`src/fsbe_pkg.sv`:
```
// ----------------------------------------------------------------------------
// fsbe_pkg
// Shared opcodes, status codes and controller/datapath link types.
// ----------------------------------------------------------------------------
package fsbe_pkg;

	typedef enum logic [2:0] {
		OPC_RET   = 3'd0,
		OPC_ADD   = 3'd1,
		OPC_SUB   = 3'd2,
		OPC_MUL   = 3'd3,
		OPC_DIV   = 3'd4,
		OPC_NEG   = 3'd5,
		OPC_CONST = 3'd6
	} opcode_t;

	localparam logic [1:0] ST_OK        = 2'd0;
	localparam logic [1:0] ST_UNDERFLOW = 2'd1;
	localparam logic [1:0] ST_OVERFLOW  = 2'd2;

	localparam logic [63:0] SIGN_BIT  = 64'h8000_0000_0000_0000;
	localparam logic [62:0] INF_MAG   = 63'h7FF0_0000_0000_0000;
	localparam logic [63:0] CANON_NAN = 64'h7FF8_0000_0000_0000;

	// stack read address: top entry or the one below it
	typedef enum logic {
		RD_TOP,
		RD_SECOND
	} rd_sel_t;

	// stack write source and address
	typedef enum logic [1:0] {
		WR_PUSH,
		WR_NEG,
		WR_ARITH
	} wr_sel_t;

	typedef enum logic [1:0] {
		CNT_HOLD,
		CNT_INC,
		CNT_DEC,
		CNT_CLEAR
	} cnt_op_t;

	typedef struct packed {
		logic       take;
		logic       rd_en;
		rd_sel_t    rd_sel;
		logic       wr_en;
		wr_sel_t    wr_sel;
		logic       hold_b;
		logic       fpu_start;
		cnt_op_t    cnt_op;
		logic       emit;
		logic       emit_val;
		logic [1:0] emit_status;
	} fsbe_cmd_t;

	typedef struct packed {
		logic [2:0] cmd;
		logic       cnt_zero;
		logic       cnt_lt2;
		logic       cnt_full;
		logic       fpu_done;
		logic       out_busy;
	} fsbe_stat_t;

endpackage

```
`src/fsbe_ctrl.sv`:
```
// ----------------------------------------------------------------------------
// fsbe_ctrl
// Instruction sequencer: decodes one opcode and steps the datapath.
// ----------------------------------------------------------------------------
module fsbe_ctrl (
	input  logic                 clk,
	input  logic                 arst_n,
	input  logic                 in_valid,
	output logic                 in_ready,
	input  fsbe_pkg::fsbe_stat_t stat,
	output fsbe_pkg::fsbe_cmd_t  cmd
);

	typedef enum logic [2:0] {
		IDLE,
		DECODE,
		RET_OUT,
		BIN_B,
		BIN_A,
		BIN_WAIT,
		NEG_WR,
		ERR_OUT
	} state_t;

	state_t     state_q, state_d;
	logic [1:0] err_q, err_d;
	logic       ready_q;

	always_comb begin
		state_d         = state_q;
		err_d           = err_q;
		cmd             = '0;
		cmd.rd_sel      = fsbe_pkg::RD_TOP;
		cmd.wr_sel      = fsbe_pkg::WR_PUSH;
		cmd.cnt_op      = fsbe_pkg::CNT_HOLD;
		cmd.emit_status = fsbe_pkg::ST_OK;
		unique case (state_q)
			IDLE: begin
				cmd.take = 1'b1;
				if (in_valid) begin
					state_d = DECODE;
				end
			end
			DECODE: begin
				state_d = IDLE;
				unique case (stat.cmd)
					fsbe_pkg::OPC_RET: begin
						if (stat.cnt_zero) begin
							err_d   = fsbe_pkg::ST_UNDERFLOW;
							state_d = ERR_OUT;
						end else begin
							cmd.rd_en = 1'b1;
							state_d   = RET_OUT;
						end
					end
					fsbe_pkg::OPC_ADD, fsbe_pkg::OPC_SUB,
					fsbe_pkg::OPC_MUL, fsbe_pkg::OPC_DIV: begin
						if (stat.cnt_lt2) begin
							err_d   = fsbe_pkg::ST_UNDERFLOW;
							state_d = ERR_OUT;
						end else begin
							cmd.rd_en = 1'b1;
							state_d   = BIN_B;
						end
					end
					fsbe_pkg::OPC_NEG: begin
						if (stat.cnt_zero) begin
							err_d   = fsbe_pkg::ST_UNDERFLOW;
							state_d = ERR_OUT;
						end else begin
							cmd.rd_en = 1'b1;
							state_d   = NEG_WR;
						end
					end
					fsbe_pkg::OPC_CONST: begin
						if (stat.cnt_full) begin
							err_d   = fsbe_pkg::ST_OVERFLOW;
							state_d = ERR_OUT;
						end else begin
							cmd.wr_en  = 1'b1;
							cmd.cnt_op = fsbe_pkg::CNT_INC;
						end
					end
					default: begin
					end
				endcase
			end
			RET_OUT: begin
				if (!stat.out_busy) begin
					cmd.emit     = 1'b1;
					cmd.emit_val = 1'b1;
					cmd.cnt_op   = fsbe_pkg::CNT_CLEAR;
					state_d      = IDLE;
				end
			end
			BIN_B: begin
				cmd.hold_b = 1'b1;
				cmd.rd_en  = 1'b1;
				cmd.rd_sel = fsbe_pkg::RD_SECOND;
				state_d    = BIN_A;
			end
			BIN_A: begin
				cmd.fpu_start = 1'b1;
				state_d       = BIN_WAIT;
			end
			BIN_WAIT: begin
				if (stat.fpu_done) begin
					cmd.wr_en  = 1'b1;
					cmd.wr_sel = fsbe_pkg::WR_ARITH;
					cmd.cnt_op = fsbe_pkg::CNT_DEC;
					state_d    = IDLE;
				end
			end
			NEG_WR: begin
				cmd.wr_en  = 1'b1;
				cmd.wr_sel = fsbe_pkg::WR_NEG;
				state_d    = IDLE;
			end
			ERR_OUT: begin
				if (!stat.out_busy) begin
					cmd.emit        = 1'b1;
					cmd.emit_status = err_q;
					state_d         = IDLE;
				end
			end
			default: begin
				state_d = IDLE;
			end
		endcase
		cmd.take = cmd.take & ready_q;
	end

	always_ff @(posedge clk or negedge arst_n) begin
		if (!arst_n) begin
			state_q <= IDLE;
			err_q   <= fsbe_pkg::ST_OK;
			ready_q <= 1'b1;
		end else begin
			state_q <= state_d;
			err_q   <= err_d;
			ready_q <= (state_d == IDLE);
		end
	end

	assign in_ready = ready_q;

endmodule

```
`config.mk`:
```
export PLATFORM = sky130hd
export DESIGN_NAME = fsbe_ctrl
export DESIGN_NICKNAME = d
export VERILOG_FILES = /design/src/fsbe_pkg.sv /design/src/fsbe_ctrl.sv
export SDC_FILE = /design/constraint.sdc
export NUM_CORES = 1
export LEC_CHECK = 0
export BUFFER_PORTS_ARGS = -buffer_cell sky130_fd_sc_hd__buf_2
export CORE_MARGIN = 2
export CORE_UTILIZATION = 35
export CTS_CLUSTER_DIAMETER = 200
export CTS_CLUSTER_SIZE = 10
export DETAILED_ROUTE_END_ITERATION = 8
export PLACE_DENSITY_LB_ADDON = 0.25
export SLEW_MARGIN = 15
export SYNTH_ARGS = -nofsm -noshare
export SYNTH_HDL_FRONTEND = slang
export SYNTH_SLANG_ARGS = --single-unit
```
`constraint.sdc`:
```
create_clock -name clk -period 2.89 [get_ports clk]
set_input_delay 0.578 -clock clk [delete_from_list [all_inputs] [get_ports clk]]
set_output_delay 0.578 -clock clk [all_outputs]
set_load 0.01 [all_outputs]
```
==> flow_summary_export.csv <==
group,metric,value,unit
outcome,status,"finished, final reports clean",
cts,holdBufCountCts,0,
layout,fin_area,713,um2
pwr,irDropWorstVdd,0.343,mV
floorplanning,rows,14,
worst_setup_path,crit_path_end_kind,"output pin",
synth,synthesis.area,589,um2
drt,dr.pass1.iters,3,
worst_setup_path,slowest_delay,0.34,ns
drt,vias,583,
drt,drc_errors,0,
cts,path_clk_slew,0.05,ns
sta,maxSlewViolCount,0,
floorplanning,die_h,45.0,um
layout,finalNetCount,108,
drt,routed_wl,1260,um
worst_setup_path,crit_fanout,8,
layout,layout_commonest_cell,"buf_2",
global_route,grt_usage,14.6,%
synth,yosys_warnings,0,
cts,numClockSinks,6,
worst_setup_path,timing.reg2reg.setup_slack,1.37,ns
global_route,grt_pass1_vias,506,
cts,h-tree-depth,1,
worst_setup_path,path_depth,6,
place,dpl.hpwl,1040,um
cts,root_buffer,"clkbuf_4",
sta,period_share,79.6,%
worst_setup_path,startpoint_type,"primary input",
drt,drt-vias-per-instance,5.21,
drt,wire_per_inst,11.3,um
global_route,grt_max_degree,14,
worst_hold_path,holdCritPathClass,"in2async",
pwr,combPwrFrac,52.8,%
floorplanning,die_area,2030,um2
worst_setup_path,reg2reg_from,"state_q[0]",
layout,n_antenna_cell,0,
sta,hold_viol_final,0,
cts,post_cts_buffers,0,
sta,fin_skew,0.00707,ns
worst_setup_path,crit_top_cell,"buf_2",
cts,cts_tree,"yes",
synth,synth_area_leader_cell,"dfrtp_1",
pwr,powerDensity,782,nW/um2
sta,setup_viol,0,
sta,slew_headroom,76.7,%
worst_setup_path,r2r_end,"err_q[0]",
synth,ys_types,38,
cts,clockBufferDepth,2,
place,port_buffers,25,
layout,postLayoutCoreUtil,46.3,%
synth,synth_seq_cells,6,
floorplanning,num_io_pins,26,
pwr,pwr-share-clk,14.6,%
floorplanning,die_x,45.0,um
synth,synthTopCellsByArea,"dfrtp_1, inv_1, dfstp_2, nand2_1, nand2b_1",
worst_setup_path,r2r_cells,4,
drt,ant_nets,0,
sta,fin_tns_setup,0,ns
place,place_area,687,um2
synth,synth_cells,73,
pwr,p_switching,245,uW
synth,synth_seq_area_share,25.7,%
pwr,seqPwrFrac,32.6,%
worst_setup_path,crit_chain,"buf_2 > mux2_1 > o32a_2 > nand2_1 > o211a_1 > buf_2",
global_route,antenna_found_initial,0,
sta,timing.fmax,435,MHz
layout,area_growth,21.0,%
worst_setup_path,slowest_stage,"mux2_1",
sta,period_needed,2.30,ns
layout,drive_gt1_share,39.6,%
pwr,p_int,313,uW
worst_setup_path,required,2.31,ns
place,gp_congestion,0.828,
global_route,gr-total-overflow,0,
worst_setup_path,critPathKind,"in2out",
cts,cts_resized,0,
worst_setup_path,critPathArrivalTime,1.72,ns
drt,drtIter0Drc,4,
cts,cts-buffers-inserted,3,
synth,synthesis.nets,84,
sta,rsz0062_at_grt,"false",
pwr,p_sw_share,43.9,%
floorplanning,core,1540,um2
cts,clk_latency,0.24,ns
global_route,grt_pass1_wl,2130,um
layout,final_cell_mix,"buf_2, inv_1, nand2_1, nor2_1, dfrtp_1",
sta,tightest_slew,0.349,ns
synth,synth_top_area_share,21.2,%
worst_setup_path,path_delay_family,"compound AO/OA/AOI/OAI gates",
floorplanning,initial_core_util,38.2,%
pwr,p_leak,0.390,nW
run,drv_cap,0,
worst_setup_path,path_buf_inv,2,
synth,syn-mean-instance-area,8.07,um2
## cell type report
| class | instances | area (um2) |
|---|---|---|
| clock buffer | 4 | 26.3 |
| fill | 169 | 828 |
| tap | 16 | 20.0 |
| inverter | 9 | 33.8 |
| multi-input combinational | 52 | 357 |
| sequential | 6 | 151 |
| timing repair buffer | 25 | 125 |
## how the worst max path moves through the flow
stage	start	endpoint
4_1_cts	stat[5]	cmd[12]
3_3_place_gp	stat[5]	cmd[12]
3_5_place_dp	stat[5]	cmd[12]
2_1_floorplan	stat[5]	cmd[12]
6_report	stat[5]	cmd[12]
5_1_grt	state_q[0]	cmd[10]
## synthesized netlist by cell type (all sizes together)
cell type	count
o311ai	1
nand2	7
or3	1
inv	9
mux2	1
a31oi	1
a221oi	1
nor3	4
or3b	1
nand3	1
o32a	1
a2bb2oi	2
nor2	6
o22ai	1
o32ai	1
and3	1
o21ai	4
xor2	1
dfrtp	5
nand3b	1
nand4	2
dfstp	1
nor4b	2
a21oi	3
a211o	1
or2	1
buf	6
o211a	1
nand2b	4
o2bb2ai	1
nor3b	1
## sequential cells by signal (all words and copies together) (netlist names)
register and count:
in_ready 1, state_q 3, err_q 2
## through the flow
step | hold WS, ns | setup WS [ns] | power (mW) | cells
after global placement | 0.403 | 0.618 | 0.481 | 108
final | 0.148 | 0.590 | 0.558 | 112
after global routing | 0.144 | 0.512 | 0.619 | 112
after floorplan | 0.282 | 0.816 | 0.414 | 73
after CTS | 0.140 | 0.592 | 0.567 | 112
after detailed placement | 0.405 | 0.593 | 0.480 | 108
## power by group through the flow
| stage | sequential [mW] | clock, mW | combinational, mW |
|---|---|---|---|
| final | 0.182 | 0.0813 | 0.295 |
| after global routing | 0.193 | 0.0906 | 0.336 |
| after CTS | 0.182 | 0.0865 | 0.298 |
| after detailed placement | 0.183 | 0 | 0.297 |
| after global placement | 0.184 | 0 | 0.296 |
| after floorplan | 0.142 | 0 | 0.272 |
## kinds of logic (layout without fill, tap and decap cells)
kind of cell,after synthesis,after routing,share of synthesized area [%]
AND/OR/NAND/NOR,32,32,32.9
multiplexers,1,1,1.91
AO/OA/AOI/OAI,18,18,24.2
flip-flops,6,6,25.7
buffers and inverters,15,38,13.8
XOR/XNOR,1,1,1.49
## routing by layer
metal,wire [um],global-route usage [%],vias up
li1,-,-,307
met1,639,20.9,256
met2,541,20.0,18
met3,62,3.60,2
met4,19,7.65,0
met5,0,0,-
No activity file was read; power rests on OpenSTA's default activity.
